<file path="src/sv/i14a_aci_pkg.sv">
`timescale 1ns / 1ps
package i14a_aci_pkg;

    localparam int UID_BYTES = 10;

    localparam logic [1:0] CMD_START = 2'd0;
    localparam logic [1:0] CMD_FRAME = 2'd1;
    localparam logic [1:0] CMD_FAIL  = 2'd2;
    localparam logic [1:0] CMD_NONE  = 2'd3;

    localparam logic [1:0] ST_OK    = 2'd0;
    localparam logic [1:0] ST_PROTO = 2'd1;
    localparam logic [1:0] ST_LINK  = 2'd2;

    localparam logic KIND_FRAME = 1'b0;
    localparam logic KIND_DONE  = 1'b1;

    localparam logic [7:0] WUPA_CODE   = 8'h52;
    localparam logic [7:0] NVB_ANTI    = 8'h02 << 4;
    localparam logic [7:0] NVB_SEL     = 8'h07 << 4;
    localparam logic [7:0] CASCADE_TAG = 8'h88;
    localparam logic [4:0] ATQA_MASK   = 5'h1f;
    localparam logic [7:0] SAK_CASCADE = 8'h04;
    localparam int         SAK_CASCADE_BIT = 2;

    typedef enum logic [1:0] {
        PH_IDLE,
        PH_ATQA,
        PH_ANTI,
        PH_SAK
    } t_phase;

    typedef enum logic [1:0] {
        OP_START,
        OP_FRAME,
        OP_FAIL
    } t_op;

    typedef struct packed {
        t_op         op;
        logic        len1;
        logic        len2;
        logic        len5;
        logic        bcc_ok;
        logic        tag;
        logic        atqa_any;
        logic [39:0] rx_data;
        logic [7:0]  link_error;
    } t_item;

    typedef struct packed {
        logic        kind;
        logic [55:0] tx_data;
        logic [2:0]  tx_length;
        logic [2:0]  tx_last_bits;
        logic        tx_crc;
        logic [1:0]  status;
        logic [7:0]  link_code;
        logic [15:0] atqa;
        logic [7:0]  sak;
        logic [63:0] uid_low;
        logic [15:0] uid_high;
        logic [3:0]  uid_length;
    } t_result;

    function automatic logic [7:0] sel_code(input logic [1:0] lvl);
        logic [7:0] code;
        unique case (lvl)
            2'd0:    code = 8'h93;
            2'd1:    code = 8'h95;
            default: code = 8'h97;
        endcase
        return code;
    endfunction

endpackage

</file>
<file path="src/sv/i14a_aci_in_if.sv">
`timescale 1ns / 1ps
interface i14a_aci_in_if;
    logic        valid;
    logic        ready;
    logic [1:0]  command;
    logic [2:0]  rx_length;
    logic [39:0] rx_data;
    logic [7:0]  link_error;

    modport source (output valid, command, rx_length, rx_data, link_error, input ready);
    modport sink   (input valid, command, rx_length, rx_data, link_error, output ready);
endinterface

</file>
<file path="src/sv/i14a_aci_out_if.sv">
`timescale 1ns / 1ps
interface i14a_aci_out_if;
    logic        valid;
    logic        ready;
    logic        kind;
    logic [55:0] tx_data;
    logic [2:0]  tx_length;
    logic [2:0]  tx_last_bits;
    logic        tx_crc;
    logic [1:0]  status;
    logic [7:0]  link_code;
    logic [15:0] atqa;
    logic [7:0]  sak;
    logic [63:0] uid_low;
    logic [15:0] uid_high;
    logic [3:0]  uid_length;

    modport source (
        output valid, kind, tx_data, tx_length, tx_last_bits, tx_crc, status,
               link_code, atqa, sak, uid_low, uid_high, uid_length,
        input  ready
    );
    modport sink (
        input  valid, kind, tx_data, tx_length, tx_last_bits, tx_crc, status,
               link_code, atqa, sak, uid_low, uid_high, uid_length,
        output ready
    );
endinterface

</file>
<file path="src/sv/i14a_aci_front.sv">
`timescale 1ns / 1ps
module i14a_aci_front
    import i14a_aci_pkg::*;
(
    i14a_aci_in_if.sink i_in,
    input  logic        i_q_full,
    output logic        o_push,
    output t_item       o_item
);

    logic [7:0] bcc;

    always_comb begin
        bcc = i_in.rx_data[7:0] ^ i_in.rx_data[15:8] ^ i_in.rx_data[23:16]
            ^ i_in.rx_data[31:24];

        i_in.ready = !i_q_full;
        // unused command words are taken and dropped here
        o_push = i_in.valid && !i_q_full && (i_in.command != CMD_NONE);

        priority if (i_in.command == CMD_START) begin
            o_item.op = OP_START;
        end else if (i_in.command == CMD_FRAME) begin
            o_item.op = OP_FRAME;
        end else begin
            o_item.op = OP_FAIL;
        end
        o_item.len1       = (i_in.rx_length == 3'd1);
        o_item.len2       = (i_in.rx_length == 3'd2);
        o_item.len5       = (i_in.rx_length == 3'd5);
        o_item.bcc_ok     = (bcc == i_in.rx_data[39:32]);
        o_item.tag        = (i_in.rx_data[7:0] == CASCADE_TAG);
        o_item.atqa_any   = |(i_in.rx_data[4:0] & ATQA_MASK);
        o_item.rx_data    = i_in.rx_data;
        o_item.link_error = i_in.link_error;
    end

endmodule

</file>
<file path="src/sv/i14a_aci_queue.sv">
`timescale 1ns / 1ps
module i14a_aci_queue
    import i14a_aci_pkg::*;
(
    input  logic  i_clk,
    input  logic  i_rst_n,
    input  logic  i_push,
    input  t_item i_item,
    output logic  o_full,
    output logic  o_valid,
    output t_item o_item,
    input  logic  i_pop
);

    t_item      r_mem [2];
    logic       r_wptr;
    logic       r_rptr;
    logic [1:0] r_count;

    assign o_full  = (r_count == 2'd2);
    assign o_valid = (r_count != 2'd0);
    assign o_item  = r_mem[r_rptr];

    always_ff @(posedge i_clk) begin
        if (!i_rst_n) begin
            r_wptr  <= 1'b0;
            r_rptr  <= 1'b0;
            r_count <= 2'd0;
        end else begin
            if (i_push) begin
                r_wptr <= !r_wptr;
            end
            if (i_pop) begin
                r_rptr <= !r_rptr;
            end
            r_count <= r_count + {1'b0, i_push} - {1'b0, i_pop};
        end
    end

    always_ff @(posedge i_clk) begin
        if (i_push) begin
            r_mem[r_wptr] <= i_item;
        end
    end

endmodule

</file>
<file path="src/sv/i14a_aci_back.sv">
`timescale 1ns / 1ps
module i14a_aci_back
    import i14a_aci_pkg::*;
(
    input  logic  i_clk,
    input  logic  i_rst_n,
    input  logic  i_q_valid,
    input  t_item i_item,
    output logic  o_q_pop,
    i14a_aci_out_if.source o_out
);

    t_phase      r_phase,  n_phase;
    logic [1:0]  r_level,  n_level;
    logic [7:0]  r_uid [UID_BYTES];
    logic [7:0]  n_uid [UID_BYTES];
    logic [3:0]  r_count,  n_count;
    logic [15:0] r_atqa,   n_atqa;
    logic [7:0]  r_sak,    n_sak;
    logic        r_tag,    n_tag;
    logic        r_out_valid;
    t_result     r_out,    n_out;

    logic        fin;
    logic [1:0]  fin_status;
    logic [7:0]  fin_code;
    logic        frm;
    logic [55:0] frm_data;
    logic [2:0]  frm_len;
    logic [2:0]  frm_last;
    logic        frm_crc;
    logic [3:0]  add_cnt;
    logic [4:0]  sum_cnt;
    logic [3:0]  ofs;
    logic [1:0]  bsel;
    logic [3:0][7:0] rb;
    logic [7:0]  b0;

    always_comb begin
        rb = i_item.rx_data[31:0];
        b0 = i_item.rx_data[7:0];
        o_q_pop = i_q_valid && (!r_out_valid || o_out.ready);

        n_phase = r_phase;
        n_level = r_level;
        n_uid   = r_uid;
        n_count = r_count;
        n_atqa  = r_atqa;
        n_sak   = r_sak;
        n_tag   = r_tag;

        fin        = 1'b0;
        fin_status = ST_OK;
        fin_code   = 8'd0;
        frm        = 1'b0;
        frm_data   = 56'd0;
        frm_len    = 3'd0;
        frm_last   = 3'd0;
        frm_crc    = 1'b0;
        add_cnt    = i_item.tag ? 4'd3 : 4'd4;
        sum_cnt    = {1'b0, r_count} + {1'b0, add_cnt};
        ofs        = 4'd0;
        bsel       = 2'd0;

        unique case (i_item.op)
            OP_START: begin
                for (int j = 0; j < UID_BYTES; j++) begin
                    n_uid[j] = 8'd0;
                end
                n_count  = 4'd0;
                n_level  = 2'd0;
                n_tag    = 1'b0;
                n_phase  = PH_ATQA;
                frm      = 1'b1;
                frm_data = {48'd0, WUPA_CODE};
                frm_len  = 3'd1;
                frm_last = 3'd7;
            end
            OP_FAIL: begin
                if (r_phase != PH_IDLE) begin
                    fin        = 1'b1;
                    fin_status = ST_LINK;
                    fin_code   = i_item.link_error;
                end
            end
            OP_FRAME: begin
                unique case (r_phase)
                    PH_IDLE: begin
                    end
                    PH_ATQA: begin
                        if (!i_item.len2) begin
                            fin        = 1'b1;
                            fin_status = ST_PROTO;
                        end else begin
                            n_atqa = i_item.rx_data[15:0];
                            if (!i_item.atqa_any) begin
                                fin        = 1'b1;
                                fin_status = ST_PROTO;
                            end else begin
                                n_level  = 2'd0;
                                n_phase  = PH_ANTI;
                                frm      = 1'b1;
                                frm_data = {40'd0, NVB_ANTI, sel_code(2'd0)};
                                frm_len  = 3'd2;
                            end
                        end
                    end
                    PH_ANTI: begin
                        if (!i_item.len5 || !i_item.bcc_ok) begin
                            fin        = 1'b1;
                            fin_status = ST_PROTO;
                        end else begin
                            n_tag = i_item.tag;
                            for (int j = 0; j < UID_BYTES; j++) begin
                                ofs  = 4'(j) - r_count;
                                bsel = 2'({1'b0, i_item.tag} + ofs[1:0]);
                                if ((4'(j) >= r_count) && (ofs < add_cnt)) begin
                                    n_uid[j] = rb[bsel];
                                end
                            end
                            n_count  = (sum_cnt > 5'(UID_BYTES)) ? 4'(UID_BYTES)
                                                                  : sum_cnt[3:0];
                            n_phase  = PH_SAK;
                            frm      = 1'b1;
                            frm_data = {i_item.rx_data, NVB_SEL, sel_code(r_level)};
                            frm_len  = 3'd7;
                            frm_crc  = 1'b1;
                        end
                    end
                    PH_SAK: begin
                        if (!i_item.len1) begin
                            fin        = 1'b1;
                            fin_status = ST_PROTO;
                        end else begin
                            n_sak = b0;
                            if (b0[SAK_CASCADE_BIT] != r_tag) begin
                                fin        = 1'b1;
                                fin_status = ST_PROTO;
                            end else if ((b0 & SAK_CASCADE) != 8'd0) begin
                                if (r_level >= 2'd2) begin
                                    fin        = 1'b1;
                                    fin_status = ST_PROTO;
                                end else begin
                                    n_level  = r_level + 2'd1;
                                    n_phase  = PH_ANTI;
                                    frm      = 1'b1;
                                    frm_data = {40'd0, NVB_ANTI, sel_code(r_level + 2'd1)};
                                    frm_len  = 3'd2;
                                end
                            end else begin
                                fin        = 1'b1;
                                fin_status = ST_OK;
                            end
                        end
                    end
                    default: begin
                    end
                endcase
            end
            default: begin
            end
        endcase

        if (fin) begin
            n_phase = PH_IDLE;
        end

        n_out.kind         = fin ? KIND_DONE : KIND_FRAME;
        n_out.tx_data      = frm_data;
        n_out.tx_length    = frm_len;
        n_out.tx_last_bits = frm_last;
        n_out.tx_crc       = frm_crc;
        n_out.status       = fin_status;
        n_out.link_code    = fin_code;
        n_out.atqa         = n_atqa;
        n_out.sak          = n_sak;
        n_out.uid_low      = {n_uid[7], n_uid[6], n_uid[5], n_uid[4],
                              n_uid[3], n_uid[2], n_uid[1], n_uid[0]};
        n_out.uid_high     = {n_uid[9], n_uid[8]};
        n_out.uid_length   = n_count;
    end

    always_ff @(posedge i_clk) begin
        if (!i_rst_n) begin
            r_phase     <= PH_IDLE;
            r_level     <= 2'd0;
            r_count     <= 4'd0;
            r_atqa      <= 16'd0;
            r_sak       <= 8'd0;
            r_tag       <= 1'b0;
            r_out_valid <= 1'b0;
            for (int j = 0; j < UID_BYTES; j++) begin
                r_uid[j] <= 8'd0;
            end
        end else begin
            if (o_q_pop) begin
                r_phase     <= n_phase;
                r_level     <= n_level;
                r_count     <= n_count;
                r_atqa      <= n_atqa;
                r_sak       <= n_sak;
                r_tag       <= n_tag;
                r_uid       <= n_uid;
                r_out_valid <= fin || frm;
            end else if (o_out.ready) begin
                r_out_valid <= 1'b0;
            end
        end
    end

    always_ff @(posedge i_clk) begin
        if (o_q_pop && (fin || frm)) begin
            r_out <= n_out;
        end
    end

    assign o_out.valid        = r_out_valid;
    assign o_out.kind         = r_out.kind;
    assign o_out.tx_data      = r_out.tx_data;
    assign o_out.tx_length    = r_out.tx_length;
    assign o_out.tx_last_bits = r_out.tx_last_bits;
    assign o_out.tx_crc       = r_out.tx_crc;
    assign o_out.status       = r_out.status;
    assign o_out.link_code    = r_out.link_code;
    assign o_out.atqa         = r_out.atqa;
    assign o_out.sak          = r_out.sak;
    assign o_out.uid_low      = r_out.uid_low;
    assign o_out.uid_high     = r_out.uid_high;
    assign o_out.uid_length   = r_out.uid_length;

endmodule

</file>
<file path="src/sv/iso14443a_anticollision_initiator_unit.sv">
`timescale 1ns / 1ps
// Channel   Dir  Words
// i_in      in   command, rx_length, rx_data, link_error (start, reply frame, link failure)
// o_out     out  kind, tx frame fields, status, link_code, atqa, sak, uid fields
//
// One input word per cycle while o_out does not stall; a word enters a two-entry queue at acceptance.
// It leaves the queue at the next edge at the earliest, and that edge loads its result,
// if any, into the output register.
// The sequencer step for one word is computed combinationally into the state registers.
// Synchronous active-low reset clears phase, level, UID store, ATQA, SAK and the queue.
// A stalled o_out holds the output register; i_in keeps accepting until the queue fills.
module iso14443a_anticollision_initiator_unit
    import i14a_aci_pkg::*;
(
    input  logic            i_clk,
    input  logic            i_rst_n,
    i14a_aci_in_if.sink     i_in,
    i14a_aci_out_if.source  o_out
);

    logic  push;
    logic  q_full;
    logic  q_valid;
    logic  q_pop;
    t_item front_item;
    t_item head_item;

    i14a_aci_front u_front (
        .i_in     (i_in),
        .i_q_full (q_full),
        .o_push   (push),
        .o_item   (front_item)
    );

    i14a_aci_queue u_queue (
        .i_clk   (i_clk),
        .i_rst_n (i_rst_n),
        .i_push  (push),
        .i_item  (front_item),
        .o_full  (q_full),
        .o_valid (q_valid),
        .o_item  (head_item),
        .i_pop   (q_pop)
    );

    i14a_aci_back u_back (
        .i_clk     (i_clk),
        .i_rst_n   (i_rst_n),
        .i_q_valid (q_valid),
        .i_item    (head_item),
        .o_q_pop   (q_pop),
        .o_out     (o_out)
    );

endmodule

</file>
<file path="src/flat_wrapper.sv">
// flat-port wrapper written by rule: the top's interface ports become plain ports
module iso14443a_anticollision_initiator_unit_flat import i14a_aci_pkg::*;
  (i_clk, i_rst_n, i_in_valid, i_in_command, i_in_rx_length, i_in_rx_data, i_in_link_error, i_in_ready, o_out_valid, o_out_kind, o_out_tx_data, o_out_tx_length, o_out_tx_last_bits, o_out_tx_crc, o_out_status, o_out_link_code, o_out_atqa, o_out_sak, o_out_uid_low, o_out_uid_high, o_out_uid_length, o_out_ready);
  i14a_aci_in_if i_in_i ();
  i14a_aci_out_if o_out_i ();
  input  logic i_clk;
  input  logic i_rst_n;
  input wire logic [$bits(i_in_i.valid)-1:0] i_in_valid;
  input wire logic [$bits(i_in_i.command)-1:0] i_in_command;
  input wire logic [$bits(i_in_i.rx_length)-1:0] i_in_rx_length;
  input wire logic [$bits(i_in_i.rx_data)-1:0] i_in_rx_data;
  input wire logic [$bits(i_in_i.link_error)-1:0] i_in_link_error;
  output wire logic [$bits(i_in_i.ready)-1:0] i_in_ready;
  output wire logic [$bits(o_out_i.valid)-1:0] o_out_valid;
  output wire logic [$bits(o_out_i.kind)-1:0] o_out_kind;
  output wire logic [$bits(o_out_i.tx_data)-1:0] o_out_tx_data;
  output wire logic [$bits(o_out_i.tx_length)-1:0] o_out_tx_length;
  output wire logic [$bits(o_out_i.tx_last_bits)-1:0] o_out_tx_last_bits;
  output wire logic [$bits(o_out_i.tx_crc)-1:0] o_out_tx_crc;
  output wire logic [$bits(o_out_i.status)-1:0] o_out_status;
  output wire logic [$bits(o_out_i.link_code)-1:0] o_out_link_code;
  output wire logic [$bits(o_out_i.atqa)-1:0] o_out_atqa;
  output wire logic [$bits(o_out_i.sak)-1:0] o_out_sak;
  output wire logic [$bits(o_out_i.uid_low)-1:0] o_out_uid_low;
  output wire logic [$bits(o_out_i.uid_high)-1:0] o_out_uid_high;
  output wire logic [$bits(o_out_i.uid_length)-1:0] o_out_uid_length;
  input wire logic [$bits(o_out_i.ready)-1:0] o_out_ready;
  assign i_in_i.valid = i_in_valid;
  assign i_in_i.command = i_in_command;
  assign i_in_i.rx_length = i_in_rx_length;
  assign i_in_i.rx_data = i_in_rx_data;
  assign i_in_i.link_error = i_in_link_error;
  assign i_in_ready = i_in_i.ready;
  assign o_out_valid = o_out_i.valid;
  assign o_out_kind = o_out_i.kind;
  assign o_out_tx_data = o_out_i.tx_data;
  assign o_out_tx_length = o_out_i.tx_length;
  assign o_out_tx_last_bits = o_out_i.tx_last_bits;
  assign o_out_tx_crc = o_out_i.tx_crc;
  assign o_out_status = o_out_i.status;
  assign o_out_link_code = o_out_i.link_code;
  assign o_out_atqa = o_out_i.atqa;
  assign o_out_sak = o_out_i.sak;
  assign o_out_uid_low = o_out_i.uid_low;
  assign o_out_uid_high = o_out_i.uid_high;
  assign o_out_uid_length = o_out_i.uid_length;
  assign o_out_i.ready = o_out_ready;
  iso14443a_anticollision_initiator_unit u_core (.i_clk(i_clk), .i_rst_n(i_rst_n), .i_in(i_in_i), .o_out(o_out_i));
endmodule
</file>
<file path="config.mk">
export PLATFORM = sky130hd
export DESIGN_NAME = iso14443a_anticollision_initiator_unit_flat
export DESIGN_NICKNAME = d
export VERILOG_FILES = /design/src/sv/i14a_aci_pkg.sv /design/src/sv/i14a_aci_in_if.sv /design/src/sv/i14a_aci_out_if.sv /design/src/sv/i14a_aci_front.sv /design/src/sv/i14a_aci_queue.sv /design/src/sv/i14a_aci_back.sv /design/src/sv/iso14443a_anticollision_initiator_unit.sv /design/src/flat_wrapper.sv
export SDC_FILE = /design/constraint.sdc
export NUM_CORES = 1
export LEC_CHECK = 0
export BUFFER_PORTS_ARGS = -buffer_cell sky130_fd_sc_hd__buf_4
export CAP_MARGIN = 5
export CORE_MARGIN = 2
export CORE_UTILIZATION = 35
export CTS_BUF_LIST = sky130_fd_sc_hd__clkbuf_8
export CTS_CLUSTER_DIAMETER = 120
export CTS_CLUSTER_SIZE = 12
export DETAILED_ROUTE_END_ITERATION = 10
export GPL_ROUTABILITY_DRIVEN = 0
export HOLD_SLACK_MARGIN = 0.02
export PLACE_DENSITY = 0.61
export SLEW_MARGIN = 10
export SYNTH_ARGS = -nofsm -noshare
export SYNTH_HDL_FRONTEND = slang
export SYNTH_SLANG_ARGS = --single-unit
</file>
<file path="constraint.sdc">
create_clock -name i_clk -period 6.3 [get_ports i_clk]
set_input_delay 0.945 -clock i_clk [delete_from_list [all_inputs] [get_ports i_clk]]
set_output_delay 0.945 -clock i_clk [all_outputs]
set_load 0.01 [all_outputs]
</file>
==> results.json <==
{
  "first_global_vias": 11849,
  "fin_nets": 1688,
  "yosys_warnings": 0,
  "die_h_um": 233,
  "drv_cap": 0,
  "cts.sinks": 398,
  "drt_iter0_drc": 1007,
  "rows": 83,
  "wl_per_cell_um": 21.7,
  "stdcell_area_mm2": 0.0213,
  "tightest_slew_ps": 1110,
  "drt_first_pass_iters": 5,
  "power.density_mw_per_mm2": 339,
  "vdd_drop_max_v": 0.000194,
  "drc_errors": 0,
  "dpl_cell_area_mm2": 0.0206,
  "antenna_found_initial": 1,
  "vias": 12014,
  "reg2reg_depth": 10,
  "cp-end-kind": "flip-flop",
  "synth.most_common_cell": "edfxtp_1",
  "start_util_pct": 35.5,
  "synth-compound-area-share_pct": 9.53,
  "synth.distinct_cells": 79,
  "synth_ff_type": "edfxtp_1",
  "critPathArrivalTime_ps": 4660,
  "synth_top_cell_by_area": "edfxtp_1",
  "core_area_mm2": 0.0515,
  "synthTopCellsByCount": "279 x edfxtp_1, 120 x nand2_1, 119 x dfxtp_1",
  "yosys-top-cells-area": "edfxtp_1 46%, dfxtp_1 13%, mux2i_1 6.3%",
  "hp-class": "flip-flop to flip-flop",
  "syn_area_mm2": 0.0183,
  "cp-endpoint": "u_core.u_back.o_out.uid_low[44]",
  "synth_top_area_share_pct": 45.8,
  "ant_nets": 0,
  "hold_buffers": 0,
  "synth-simple-area-share_pct": 9.84,
  "ys_seq_elements": 398,
  "rsz0062_at_grt": "false",
  "critPathLaunchType": "flip-flop",
  "area_growth_pct": 16.2,
  "hold_viol": 0,
  "dieArea_mm2": 0.0541,
  "grt_max_degree": 69,
  "finalSetupTns_ps": 0,
  "cts_resized": 0,
  "drv_slew": 0,
  "grt_overflow": 0,
  "cts_made_buffers": 39,
  "timing.final.crit_share_pct": 70.3,
  "clk_pin_slew_ps": 90,
  "grt_pass1_wl_mm": 73.5,
  "outcome": "completed",
  "syn_inst": 1386,
  "required_ps": 6540,
  "yosys-mux-area-fraction_pct": 13.7,
  "via_per_inst": 5.24,
  "synth-edff-count": 279,
  "slew_headroom_pct": 25.8,
  "r2r_end": "u_core.u_back.o_out.uid_low[44]",
  "r2r_slack_ps": 1870,
  "pin_count": 241,
  "path_max_fanout": 68,
  "die_width_um": 233,
  "async_flop_share_pct": 0,
  "setup_viol": 0,
  "crit_type": "flip-flop to flip-flop",
  "fin_crit_ps": 4430,
  "post_cts_buffers": 0,
  "hpwlAfterDp_mm": 35.0,
  "p_leak_nw": 8.04,
  "fillers": 4882,
  "synthAdderAreaFrac_pct": 2.71,
  "clock-root-buffer": "clkbuf_8",
  "clockBufferDepth": 3,
  "clk-insertion-delay-late_ps": 610,
  "port_buffers": 233,
  "synth_top_family_by_area": "multiplexers",
  "avgSynthCellArea_um2": 13.2,
  "fin_worst_skew_ps": 31.2,
  "layout-drive-gt1-share_pct": 24.6,
  "clock.fmax_ghz": 0.226,
  "cts-htree-levels": 2,
  "yosysSeqAreaShare_pct": 58.8,
  "grt.total_usage_pct": 18.1,
  "synth-xor-area-share_pct": 2.11,
  "cts_tree": "built",
  "wirelength_mm": 49.8
}
## layout make-up
cell class	count	area (um^2)	share of cell area [%]
inverter	37	139	0.653
timing repair buffer	248	1860	8.76
clock inverter	22	93.8	0.441
clock buffer	39	537	2.53
antenna	1	2.50	0.0118
tap	680	851	4.00
multi-input combinational	868	7010	33.0
sequential	398	10800	50.6
## through the flow
stage          std cells  power, W  hold slack, ps  utilization [%]  worst slack [ps]
2_1_floorplan       1392   0.00484             432                -              1720
3_3_place_gp        2231   0.00579             440             40.0              1990
3_5_place_dp        2231   0.00581             445             40.0              1880
4_1_cts             2292   0.00728             457             41.2              1880
5_1_grt             2292   0.00755             475             41.3              1570
6_report            2293   0.00720             458             41.3              1870
## cell families after synthesis
group	Yosys count
DFF	398
AOI/OAI and AO/OA	230
buffers and inverters	126
xor gates and xnor gates	44
adders and majority gates	39
muxes	200
and+or+nand+nor	348
other	1
## critical path, stage by stage (launching register included)
cell       delay (ps)
dfxtp_4           670
mux2i_1           370
inv_1              80
ha_1              260
nand2_1            80
buf_4             390
inv_1             360
a2111oi_0         660
inv_1             180
o21a_4            430
buf_4             470
## metal layers
layer / vias up / part of all wire, % / GRT usage, %
met3: 69 / 5.6 / 3.11
met2: 349 / 47 / 29.5
met4: 0 / 2.7 / 5.65
met1: 5995 / 44 / 24.5
li1: 5601 / - / -
met5: - / 0 / 0
## report_power, final
group	switching (W)	internal, W	total (W)
logic	0.00152	0.000848	0.00236
clock network	0.000885	0.000578	0.00146
registers	0.000192	0.00318	0.00337
total	0.00259	0.00461	0.00720
## placed cells by master (no fill, tap or decap), types with 12 or more instances in the layout
cell type,Yosys,routed
a21o_1,23,23
a21oi_1,27,27
a22o_1,26,26
and2_1,22,22
buf_4,19,248
clkbuf_8,0,39
dfxtp_1,119,118
edfxtp_1,279,279
ha_1,38,38
inv_1,34,54
mux2_2,51,51
mux2i_1,116,116
mux4_2,24,24
nand2_1,120,120
nand3_1,31,31
nor2_1,72,70
nor3_1,13,12
nor3b_1,19,19
o21ai_0,20,20
o21ai_1,14,14
o2bb2ai_1,46,46
xnor2_1,32,30
xor2_1,12,12
## flip-flops by register name, indices dropped and copies added, names as in the netlist, 2 cells and up, named ones only
name	flops
u_core.u_queue.r_count	2
u_core.u_back.r_sak	8
u_core.u_back.r_uid	80
u_core.u_back.o_out.uid_high	16
u_core.u_back.o_out.link_code	8
u_core.u_queue.r_mem	112
u_core.u_back.r_atqa	16
u_core.u_back.o_out.atqa	16
u_core.u_back.o_out.uid_low	64
u_core.u_back.r_phase	2
u_core.u_back.o_out.sak	8
u_core.u_back.r_count	4
u_core.u_back.o_out.status	2
u_core.u_back.o_out.uid_length	4
u_core.u_back.r_level	2
u_core.u_back.o_out.tx_data	46
## worst min path at each step
stage / start / to / cells past startpoint
after floorplan: u_core.u_back.r_uid[10] / u_core.u_back.r_uid[10] / 1
after global placement: u_core.u_back.r_atqa[2] / u_core.u_back.r_atqa[2] / 2
after detailed placement: u_core.u_back.r_atqa[15] / u_core.u_back.r_atqa[15] / 2
after CTS: u_core.u_back.r_atqa[15] / u_core.u_back.r_atqa[15] / 2
after global routing: u_core.u_back.r_atqa[4] / u_core.u_back.r_atqa[4] / 2
final: u_core.u_back.r_atqa[2] / u_core.u_back.r_atqa[2] / 2
Note: power is estimated with default switching activity, not from simulation.
